==> src/hdl/mac_address_text_parser_macros.svh <==
// Assertion macros shared by the parser modules.
// Each expects signals named clk and rst_n in the enclosing module.
`ifndef MAC_ADDRESS_TEXT_PARSER_MACROS_SVH
`define MAC_ADDRESS_TEXT_PARSER_MACROS_SVH

`ifndef SYNTH
`define MATP_ASSERT(label, prop, msg) \
    label: assert property (@(posedge clk) disable iff (!rst_n) prop) else $error(msg);
`define MATP_NEVER(label, expr, msg) \
    label: assert property (@(posedge clk) disable iff (!rst_n) !(expr)) else $error(msg);
`else
`define MATP_ASSERT(label, prop, msg)
`define MATP_NEVER(label, expr, msg)
`endif

`endif

==> src/hdl/matp_pkg.sv <==
`timescale 1ns / 1ps

package matp_pkg;

    localparam int MAC_W = 48;
    localparam int TOKEN_DEPTH_DEFAULT = 4;
    localparam int RESULT_DEPTH_DEFAULT = 2;

    localparam logic [7:0] CHAR_TERM  = 8'h00;
    localparam logic [7:0] CHAR_COLON = 8'h3A;
    localparam logic [7:0] CHAR_DASH  = 8'h2D;
    localparam logic [7:0] CHAR_DOT   = 8'h2E;

    localparam logic [15:0] BYTE_MAX  = 16'h00FF;
    localparam logic [2:0] GROUPS_BYTE = 3'd6;
    localparam logic [2:0] GROUPS_WORD = 3'd3;

    typedef enum logic [1:0] {
        TOK_DIGIT,
        TOK_SEP,
        TOK_TERM,
        TOK_BAD
    } tok_kind_t;

    typedef enum logic [1:0] {
        KIND_NONE,
        KIND_COLON,
        KIND_DASH,
        KIND_DOT
    } sep_kind_t;

    typedef struct packed {
        tok_kind_t   kind;
        sep_kind_t   sep;
        logic [3:0]  digit;
    } token_t;

    typedef struct packed {
        logic              ok;
        logic [MAC_W-1:0]  mac;
    } result_t;

endpackage

==> src/hdl/matp_fifo.sv <==
`timescale 1ns / 1ps

`include "mac_address_text_parser_macros.svh"

module matp_fifo #(
    parameter int WIDTH = 8,
    parameter int DEPTH = 4
) (
    input  logic             clk,
    input  logic             rst_n,
    input  logic             push,
    input  logic [WIDTH-1:0] din,
    output logic             full,
    input  logic             pop,
    output logic [WIDTH-1:0] dout,
    output logic             empty
);

    localparam int AW = (DEPTH > 1) ? $clog2(DEPTH) : 1;
    localparam int CW = $clog2(DEPTH + 1);

    logic [WIDTH-1:0] mem_reg [DEPTH];
    logic [AW-1:0]    wr_ptr_reg, wr_ptr_next;
    logic [AW-1:0]    rd_ptr_reg, rd_ptr_next;
    logic [CW-1:0]    count_reg, count_next;
    logic             do_push, do_pop;

    assign full    = (count_reg == CW'(DEPTH));
    assign empty   = (count_reg == '0);
    assign do_push = push && !full;
    assign do_pop  = pop && !empty;
    assign dout    = mem_reg[rd_ptr_reg];

    always_comb
    begin
        wr_ptr_next = wr_ptr_reg;
        rd_ptr_next = rd_ptr_reg;
        count_next  = count_reg;
        if (do_push)
        begin
            wr_ptr_next = (wr_ptr_reg == AW'(DEPTH - 1)) ? '0 : wr_ptr_reg + 1'b1;
        end
        if (do_pop)
        begin
            rd_ptr_next = (rd_ptr_reg == AW'(DEPTH - 1)) ? '0 : rd_ptr_reg + 1'b1;
        end
        if (do_push && !do_pop)
        begin
            count_next = count_reg + 1'b1;
        end
        else if (do_pop && !do_push)
        begin
            count_next = count_reg - 1'b1;
        end
    end

    always_ff @(posedge clk or negedge rst_n)
    begin
        if (!rst_n)
        begin
            wr_ptr_reg <= '0;
            rd_ptr_reg <= '0;
            count_reg  <= '0;
        end
        else
        begin
            wr_ptr_reg <= wr_ptr_next;
            rd_ptr_reg <= rd_ptr_next;
            count_reg  <= count_next;
        end
    end

    always_ff @(posedge clk)
    begin
        if (do_push)
        begin
            mem_reg[wr_ptr_reg] <= din;
        end
    end

    `MATP_NEVER(a_count_bound, count_reg > CW'(DEPTH), "queue count beyond depth")

endmodule

==> src/hdl/matp_front.sv <==
`timescale 1ns / 1ps

module matp_front (
    input  logic [7:0]      char_code,
    output matp_pkg::token_t tok
);

    import matp_pkg::*;

    always_comb
    begin
        tok.kind  = TOK_BAD;
        tok.sep   = KIND_NONE;
        tok.digit = 4'h0;
        if (char_code == CHAR_TERM)
        begin
            tok.kind = TOK_TERM;
        end
        else if (char_code >= 8'h30 && char_code <= 8'h39)
        begin
            tok.kind  = TOK_DIGIT;
            tok.digit = char_code[3:0];
        end
        else if ((char_code >= 8'h61 && char_code <= 8'h66)
              || (char_code >= 8'h41 && char_code <= 8'h46))
        begin
            // letters a..f and A..F share the low bits 1..6
            tok.kind  = TOK_DIGIT;
            tok.digit = char_code[3:0] + 4'd9;
        end
        else if (char_code == CHAR_COLON)
        begin
            tok.kind = TOK_SEP;
            tok.sep  = KIND_COLON;
        end
        else if (char_code == CHAR_DASH)
        begin
            tok.kind = TOK_SEP;
            tok.sep  = KIND_DASH;
        end
        else if (char_code == CHAR_DOT)
        begin
            tok.kind = TOK_SEP;
            tok.sep  = KIND_DOT;
        end
    end

endmodule

==> src/hdl/matp_back.sv <==
`timescale 1ns / 1ps

`include "mac_address_text_parser_macros.svh"

module matp_back (
    input  logic              clk,
    input  logic              rst_n,
    input  logic              tok_valid,
    input  matp_pkg::token_t  tok,
    output logic              tok_pop,
    input  logic              res_full,
    output logic              res_push,
    output matp_pkg::result_t res
);

    import matp_pkg::*;

    logic [15:0]      gv_reg, gv_next;
    logic             ovf_reg, ovf_next;
    sep_kind_t        sep_reg, sep_next;
    logic [2:0]       pos_reg, pos_next;
    logic [MAC_W-1:0] addr_reg, addr_next;
    logic             failed_reg, failed_next;

    sep_kind_t        close_kind;
    logic             close_dot;
    logic             close_fail;
    logic [5:0]       shamt;
    logic [MAC_W-1:0] placed;
    logic [MAC_W-1:0] addr_closed;
    logic [2:0]       pos_inc;
    logic [2:0]       need;
    logic             term_ok;

    assign tok_pop  = tok_valid && (tok.kind != TOK_TERM || !res_full);
    assign res_push = tok_pop && (tok.kind == TOK_TERM);

    // close the current group under the chosen separator
    assign close_kind  = (tok.kind == TOK_TERM) ? sep_reg : tok.sep;
    assign close_dot   = (close_kind == KIND_DOT);
    assign close_fail  = close_dot ? (pos_reg > 3'd2 || ovf_reg)
                                   : (pos_reg > 3'd5 || ovf_reg || gv_reg > BYTE_MAX);
    assign shamt       = close_dot ? {2'd2 - pos_reg[1:0], 4'b0000}
                                   : {3'd5 - pos_reg, 3'b000};
    assign placed      = (close_dot ? {32'b0, gv_reg} : {40'b0, gv_reg[7:0]}) << shamt;
    assign addr_closed = addr_reg | placed;
    assign pos_inc     = pos_reg + 3'd1;
    assign need        = (sep_reg == KIND_DOT) ? GROUPS_WORD : GROUPS_BYTE;
    assign term_ok     = !failed_reg && (sep_reg != KIND_NONE) && !close_fail
                      && (pos_inc == need);

    assign res.ok  = term_ok;
    assign res.mac = term_ok ? addr_closed : '0;

    always_comb
    begin
        gv_next     = gv_reg;
        ovf_next    = ovf_reg;
        sep_next    = sep_reg;
        pos_next    = pos_reg;
        addr_next   = addr_reg;
        failed_next = failed_reg;
        if (tok_pop)
        begin
            case (tok.kind)
                TOK_TERM:
                begin
                    gv_next     = '0;
                    ovf_next    = 1'b0;
                    sep_next    = KIND_NONE;
                    pos_next    = '0;
                    addr_next   = '0;
                    failed_next = 1'b0;
                end
                TOK_DIGIT:
                begin
                    if (!failed_reg)
                    begin
                        ovf_next = ovf_reg || (gv_reg[15:12] != 4'h0);
                        gv_next  = {gv_reg[11:0], tok.digit};
                    end
                end
                TOK_SEP:
                begin
                    if (!failed_reg)
                    begin
                        if (sep_reg == KIND_NONE)
                        begin
                            sep_next = tok.sep;
                        end
                        if (sep_reg != KIND_NONE && sep_reg != tok.sep)
                        begin
                            failed_next = 1'b1;
                        end
                        else if (close_fail)
                        begin
                            failed_next = 1'b1;
                        end
                        else
                        begin
                            addr_next = addr_closed;
                            pos_next  = pos_inc;
                            gv_next   = '0;
                            ovf_next  = 1'b0;
                        end
                    end
                end
                default:
                begin
                    failed_next = 1'b1;
                end
            endcase
        end
    end

    always_ff @(posedge clk or negedge rst_n)
    begin
        if (!rst_n)
        begin
            gv_reg     <= '0;
            ovf_reg    <= 1'b0;
            sep_reg    <= KIND_NONE;
            pos_reg    <= '0;
            addr_reg   <= '0;
            failed_reg <= 1'b0;
        end
        else
        begin
            gv_reg     <= gv_next;
            ovf_reg    <= ovf_next;
            sep_reg    <= sep_next;
            pos_reg    <= pos_next;
            addr_reg   <= addr_next;
            failed_reg <= failed_next;
        end
    end

    `MATP_ASSERT(a_term_clears, (res_push |=> (pos_reg == '0 && sep_reg == KIND_NONE && !failed_reg)), "state not cleared after terminator")
    `MATP_ASSERT(a_fail_zero, ((res_push && !res.ok) |-> (res.mac == '0)), "failed result carries address")
    `MATP_ASSERT(a_fail_sticky, ((failed_reg && !res_push) |=> failed_reg), "error flag dropped mid string")
    `MATP_NEVER(a_pos_bound, pos_reg > GROUPS_BYTE, "group count beyond six")

endmodule

==> src/hdl/mac_address_text_parser.sv <==
`timescale 1ns / 1ps

// Flow: a character pushed into the token queue is decoded by the parser when it reaches
// the head of that queue; the terminator's result is written into the result queue and
// shows on the result side (empty low) once that write is done.
// Throughput: one character per cycle while no terminator waits on a full result queue.
// Reset: rst_n clears both queues and all parser state; no result is waiting.

module mac_address_text_parser #(
    parameter int TOKEN_DEPTH  = matp_pkg::TOKEN_DEPTH_DEFAULT,
    parameter int RESULT_DEPTH = matp_pkg::RESULT_DEPTH_DEFAULT
) (
    input  logic                     clk,
    input  logic                     rst_n,
    input  logic                     push,
    output logic                     full,
    input  logic [7:0]               char_code,
    output logic                     empty,
    input  logic                     pop,
    output logic                     parse_ok,
    output logic [matp_pkg::MAC_W-1:0] mac_value
);

    import matp_pkg::*;

    token_t                 tok_in;
    logic [$bits(token_t)-1:0] tok_dout;
    token_t                 tok_head;
    logic                   tok_empty;
    logic                   tok_pop;
    logic                   res_full;
    logic                   res_push;
    result_t                res_in;
    logic [$bits(result_t)-1:0] res_dout;
    result_t                res_head;

    matp_front u_front (
        .char_code (char_code),
        .tok       (tok_in)
    );

    matp_fifo #(
        .WIDTH ($bits(token_t)),
        .DEPTH (TOKEN_DEPTH)
    ) u_tok_fifo (
        .clk   (clk),
        .rst_n (rst_n),
        .push  (push),
        .din   (tok_in),
        .full  (full),
        .pop   (tok_pop),
        .dout  (tok_dout),
        .empty (tok_empty)
    );

    assign tok_head = token_t'(tok_dout);

    matp_back u_back (
        .clk       (clk),
        .rst_n     (rst_n),
        .tok_valid (!tok_empty),
        .tok       (tok_head),
        .tok_pop   (tok_pop),
        .res_full  (res_full),
        .res_push  (res_push),
        .res       (res_in)
    );

    matp_fifo #(
        .WIDTH ($bits(result_t)),
        .DEPTH (RESULT_DEPTH)
    ) u_res_fifo (
        .clk   (clk),
        .rst_n (rst_n),
        .push  (res_push),
        .din   (res_in),
        .full  (res_full),
        .pop   (pop),
        .dout  (res_dout),
        .empty (empty)
    );

    assign res_head  = result_t'(res_dout);
    assign parse_ok  = res_head.ok;
    assign mac_value = res_head.mac;

endmodule

==> config.mk <==
export PLATFORM = sky130hd
export DESIGN_NAME = mac_address_text_parser
export DESIGN_NICKNAME = d
export VERILOG_FILES = /design/src/hdl/matp_pkg.sv /design/src/hdl/matp_fifo.sv /design/src/hdl/matp_front.sv /design/src/hdl/matp_back.sv /design/src/hdl/mac_address_text_parser.sv
export VERILOG_INCLUDE_DIRS = /design/src /design/src/hdl
export SDC_FILE = /design/constraint.sdc
export NUM_CORES = 1
export LEC_CHECK = 0
export BUFFER_PORTS_ARGS = -buffer_cell sky130_fd_sc_hd__buf_2
export CAP_MARGIN = 40
export CORE_ASPECT_RATIO = 0.6
export CORE_MARGIN = 2
export CORE_UTILIZATION = 60
export CTS_BUF_LIST = sky130_fd_sc_hd__clkbuf_16
export CTS_CLUSTER_SIZE = 8
export DETAILED_ROUTE_END_ITERATION = 16
export PLACE_DENSITY = 0.78
export SLEW_MARGIN = 20
export SYNTH_ARGS = -nofsm -noshare
export SYNTH_HDL_FRONTEND = slang
export SYNTH_HIERARCHICAL = 1
export SYNTH_SLANG_ARGS = --single-unit
==> constraint.sdc <==
create_clock -name clk -period 5.2 [get_ports clk]
set_clock_uncertainty 0.05 [all_clocks]
set_input_delay 0.26 -clock clk [delete_from_list [all_inputs] [get_ports clk]]
set_output_delay 0.26 -clock clk [all_outputs]
set_load 0.02 [all_outputs]
Yosys cells after proc, flatten, opt, wreduce, memory -nomap -nowiden
Memories as Yosys holds them, arrays and structs flattened.
Index checks and enable logic that the tools add are counted.
{ "totals": {"latchBits": 0, "ram_bits": 130, "mem_bits_ro": 0, "register_bits": 82, "out_inout_bits": 51, "mem_count": 2} }
{ "mem_list": {"columns": ["name", "depth", "word_bits", "rd", "rd_ports_with_merged_regs", "write_ports", "line", "text"], "rows": [
  ["u_res_fifo.mem_reg", 2, 49, 1, 0, 1, "matp_fifo.sv:22", "logic [WIDTH-1:0] mem_reg [DEPTH];"],
  ["u_tok_fifo.mem_reg", 4, 8, 1, 0, 1, "matp_fifo.sv:22", null]
]} }
{ "classes": {"magnitude_cmp": 9, "eq_ne": 19, "bitwise_logic": 2, "shift": 1, "n_mux": 54, "div": 0, "n_addsub": 12, "reduce_logical": 48, "multipliers": 0} }
{ "op_table": {"columns": ["op", "n"], "rows": [
  ["two-way mux 48 bit", 4],
  ["one-hot mux 48 bit (2 select lines)", 1],
  ["two-way mux 16 bit", 5],
  ["bitwise OR 48 bit", 1],
  ["one-hot mux 16 bit (3 select lines)", 1],
  ["<< shifter 48 x 6 -> 48 bit", 1],
  ["== test 8 x 6 -> 1 bit, second input constant", 3],
  ["two-way mux 2 bit", 12],
  ["two-way mux 4 bit", 5],
  ["two-way mux 3 bit", 6],
  ["logical AND 1 bit", 17],
  ["greater-or-equal comparator 8 x 7 -> 1 bit, second input constant", 2],
  ["> comparator 16 x 8 -> 1 bit, second input constant", 1],
  ["<= comparator 8 x 7 -> 1 bit, second input constant", 2],
  ["two-way mux 1 bit", 14],
  ["== test 2 bit, second input constant", 6],
  ["two-way mux 6 bit", 2],
  ["logical NOT 1 bit", 10],
  ["!= test 2 bit, second input constant", 5],
  ["greater-or-equal comparator 8 x 6 -> 1 bit, second input constant", 1],
  ["<= comparator 8 x 6 -> 1 bit, second input constant", 1],
  ["logical NOT 8 bit", 1],
  ["nonzero test 2 bit", 4],
  ["adder 2 x 1 -> 2 bit, second input constant", 3],
  ["other kinds (27)", 37]
]} }

Logic depth before layout (Yosys ltp)
An unclocked memory read counts as a cell.
{ "logic_depth": {"ltp_word": 11, "depth_mapped": 13} }

Hierarchy
The synthesis kept the hierarchy.
{ "modules_own_cells": {"columns": ["mod", "cells_each", "n_inst", "seq_area_each_um2", "area_per_inst_um2"], "rows": [
  ["matp_fifo at u_res_fifo", 172, 1, 3042.9, 3986.3],
  ["matp_back", 429, 1, 1776.7, 3836.2],
  ["matp_fifo at u_tok_fifo", 79, 1, 1136.1, 1606.5],
  ["matp_front", 37, 1, 0.0, 306.5],
  ["mac_address_text_parser", 1, 1, 0.0, 3.8]
]} }

Worst setup path before layout
No wires, ideal clock.
{ "synth_timing": {"path_type": "register to register", "start": "reg u_tok_fifo.rd_ptr_reg[0]", "end": "mem u_res_fifo/mem_reg[0][0] (netlist bit) (enable)", "setup_time_ns": 0.456, "t_arrival_ns": 4.005, "required_time_ns": 4.694, "path_stages_with_launch": 10, "n_path_buf": 1, "path_slack_ns": 0.689, "path_cell_list": "dfrtp_1 buf_2 mux4_2 nand2b_2 o21ai_2 inv_1 nand2_1 inv_1 nand2_1 nor2_1"} }
{ "synth_between": {"elab_chain_len": 8, "word_cells_on_any_way": 9, "cone_classes": "eq/ne: 2; mux: 2; reduce/logical: 4; memory: 1"} }
{ "synth_lines": {"columns": ["element", "line", "text"], "rows": [
  ["start, declared", "matp_fifo.sv:24", "logic [AW-1:0] rd_ptr_reg, rd_ptr_next;"],
  ["start signal, assigned", "matp_fifo.sv:68", "rd_ptr_reg <= rd_ptr_next;"],
  ["memory read (4 x 8 bit)", null, null],
  ["net tok_dout[7]", "mac_address_text_parser.sv:27", "logic [$bits(token_t)-1:0] tok_dout;"],
  ["!= test 2 bit", "matp_back.sv:35", "assign tok_pop = tok_valid && (tok.kind != TOK_TERM || !res_full);"],
  ["logical OR 1 bit", "matp_back.sv:35", null],
  ["logical AND 1 bit", "matp_back.sv:35", null],
  ["net tok_pop", "mac_address_text_parser.sv:30", "logic tok_pop;"],
  ["logical AND 1 bit", "matp_back.sv:36", "assign res_push = tok_pop && (tok.kind == TOK_TERM);"],
  ["net res_push", "mac_address_text_parser.sv:32", "logic res_push;"],
  ["logical AND 1 bit", "matp_fifo.sv:30", "assign do_push = push && !full;"],
  ["two-way mux 1 bit", "matp_fifo.sv:75", "if (do_push)"],
  ["two-way mux 1 bit (implied by the code)", "matp_fifo.sv:77", "mem_reg[wr_ptr_reg] <= din;"],
  ["end, declared", "matp_fifo.sv:22", null]
]} }
The timed path passes the listed nets, and every way through them passes these cells.

==> metrics.csv <==
stage,metric,value,unit
finish,area grow syn2layout,13.9,%
synthesis,largest family of logic cells by synthesized area,multiplexers,
power_and_ir_drop,VDD IR max,0.330,mV
detailed_routing,first-pass detailed-route iteration total,5,
finish,max reg flops,98,
floorplan,die height,103,µm
timing,post-route minimum period,3.91,ns
placed_design,GPL Wtd Cong,0.874,
timing,"Slew Viols, Final",0,
global_route,Tot GR Track Use,0.239,
placed_design,Port Buffers,62,
synthesis,compound-cell area share of the yosys netlist,0.104,
detailed_routing,Vias/cell,6.17,
cts,TritonCTS clock tree,yes,
timing,Tcrit/Tclk final,0.751,
cts,post-CTS setup repair buffer count,0,
synthesis,sequential share of the synthesized area,0.612,
synthesis,instance count of the mapped netlist,718,
synthesis,Synth Area in Adders,0.0200,
synthesis,Synth Register Bits,212,
detailed_routing,final WL,20800,µm
timing,worst slew pin tran,0.821,ns
synthesis,syn_nets,745,
cts,Num CTS Buffers,30,
cts,Max clock buf depth,3,
finish,Layout Nets,815,
power_and_ir_drop,power per cell area,582,nW/µm²
detailed_routing,via count,6292,
setup_path,Crit path arrival time,4.22,ns
synthesis,multiplexer area fraction after synthesis,0.122,
run,maximum capacitance violations,0,
floorplan,IO Pins,63,
placed_design,DP Cell Count,960,
finish,most frequent cells in the layout,"130 x edfxtp_1, 81 x dfrtp_1, 62 x buf_2",
run_status,outcome,finished clean,
setup_path,crit-path max FO,24,
synthesis,Post-Synth XOR/XNOR Area,0.00899,
power_and_ir_drop,leak pwr,4.57,nW
cts,Worst-Skew Late Latency,0.54,ns
detailed_routing,DRC,0,
cts,clock sinks,212,
synthesis,Mapped Avg Cell Area,13.6,µm²
floorplan,total core area,16000,µm²
cts,H-tree depth,1,
floorplan,DIE AREA,17300,µm²
timing,Max Fclk,256,MHz
finish,share of cells above drive strength 1,0.244,
timing,Final Hold Viols,0,
global_route,initial antenna violation count,0,
finish,"most common cell after layout, fill and taps aside",edfxtp_1,
detailed_routing,Post-DRT Antenna Nets,0,
timing,RSZ-0062 raised after global routing,no,
floorplan,width of the die,168,µm
cts,Root Driver,clkbuf_16,
synthesis,YS warnings,6,
detailed_routing,initial DRC count,749,
synthesis,Synth cell types,62,
finish,# fillers,1044,
cts,post-CTS resize count,0,
detailed_routing,DR WL/cell,20.4,µm
cts,# hold bufs at CTS,1,
floorplan,Initial Util,0.607,
timing,# setup viols final,0,
setup_path,startpoint types,flop,
synthesis,"EDFF count, synth",130,
cts,"Clk pin slew, worst setup/hold paths",0.05,ns
finish,Post-Route Utilization,0.692,
synthesis,Mapped Area,9740,µm²
global_route,first-pass GRT wire length,32100,µm
global_route,largest net degree at the start of global routing,90,
timing,worst rel slew slack,0.453,
floorplan,FP Rows,36,
synthesis,"FFs w/ async S/R, synth",0.387,
timing,Fin Setup TNS,0,ns
finish,final cell count without fillers,1020,
setup_path,CP Data Required Time,5.51,ns
setup_path,Worst setup EP type,flop,
global_route,total grt overflow,0,
synthesis,Simple-Gate Fraction of Synth Area,0.0993,
finish,n_diodes,0,
setup_path,CP Class,flop to flop,
min_path,worst min path class,input pin to flop,
global_route,vias in the first global route,5912,
placed_design,dpl hpwl,13300,µm
synthesis,Synth Flop Type,edfxtp_1,
==> cells in the mapped netlist, types with 4 or more instances <==
cell type / number / area, µm²
inv_1: 17 / 63.8
xor2_1: 6 / 52.6
nor3_1: 4 / 20.0
ha_1: 14 / 175
mux4_2: 8 / 180
buf_2: 10 / 50.1
clkbuf_1: 16 / 60.1
buf_12: 5 / 100
buf_6: 4 / 45.0
mux2_4: 55 / 826
o21ai_0: 38 / 190
mux2_2: 12 / 135
xnor2_1: 4 / 35.0
a31oi_1: 8 / 50.1
nand2_1: 43 / 161
a21oi_1: 43 / 215
a22o_1: 34 / 298
and2_1: 6 / 37.5
and3_1: 10 / 62.6
edfxtp_1: 130 / 3900
nand3_1: 38 / 190
nand2b_1: 5 / 31.3
nor2b_1: 13 / 81.3
dfrtp_1: 82 / 2050
nor2_1: 59 / 221
==> critical path: stages, from the launching register on <==
cell      delay [ns]
dfrtp_1         0.72
mux4_2          0.66
nand2b_2        0.26
mux2_4          0.43
mux2_4          0.42
nand4_1         0.44
buf_8           0.31
buf_4           0.22
nor2_1          0.21
==> cell type report <==
type                            count  area [µm²]  share of cell area
Sequential cell                   212        5960               0.537
Multi-Input combinational cell    451        3460               0.312
Clock buffer                       31         776              0.0699
Timing Repair Buffer               76         477              0.0430
Tap cell                          209         262              0.0236
Clock inverter                     24         103             0.00925
Inverter                           17        63.8             0.00575
==> metal layers <==
layer | vias up | wire length (µm) | GRT usage
met5 | - | 0 | 0
met4 | 0 | 408 | 0.0630
met3 | 37 | 1640 | 0.0418
met2 | 324 | 9440 | 0.372
met1 | 3105 | 9320 | 0.357
li1 | 2826 | - | -
==> where the power goes <==
group	switching [W]	leakage [nW]	internal, W	total, W
sequential	0.000262	2.32	0.00216	0.00243
combinational	0.00139	1.73	0.000906	0.00229
clock	0.000685	0.511	0.00106	0.00174
total	0.00233	4.57	0.00413	0.00646
==> metrics by stage <==
step / total power (W) / hold WS [ns] / worst slack, ns / area, µm²
after floorplan: 0.00418 / -0.0856 / 0.689 / 9740
after global placement: 0.00455 / 0.412 / 1.09 / 10100
after detailed placement: 0.00469 / 0.198 / 1.31 / 10200
after CTS: 0.00644 / 0.00218 / 1.31 / 11100
after global routing: 0.00676 / 0.00971 / 1.06 / 11100
final: 0.00646 / 0.00547 / 1.29 / 11100
==> path summary, 6_finish.rpt <==
kind / start / to / slack [ns] / cells past startpoint
worst max-delay path: u_tok_fifo/rd_ptr_reg[0]$_DFFE_PN0P_ / u_res_fifo/mem_reg[0][32]$_DFFE_PP_ / 1.29 / 8
worst min-delay path: pop / u_res_fifo/rd_ptr_reg$_DFFE_PN0P_ / 0.005 / 3
worst max register to register: u_tok_fifo/rd_ptr_reg[0]$_DFFE_PN0P_ / u_res_fifo/mem_reg[0][32]$_DFFE_PP_ / 1.29 / 8
worst min register to register: u_back/addr_reg[30]$_DFFE_PN0P_ / u_back/addr_reg[30]$_DFFE_PN0P_ / 0.43 / 2
max in group asynchronous: rst_n / u_back/addr_reg[28]$_DFFE_PN0P_ / 4.27 / 3
min in group asynchronous: rst_n / u_back/addr_reg[25]$_DFFE_PN0P_ / 0.23 / 2
==> cell families (layout without fill, tap and decap cells) <==
logic type,count (synthesis),count (layout)
adder cells (fa/ha/maj),15,15
multiplexers,79,79
XOR/XNOR,10,10
AO/OA/AOI/OAI,151,151
buffers and inverters,55,148
flip-flops,212,212
AND/OR/NAND/NOR,196,196
(Power assumes the default switching activity.)
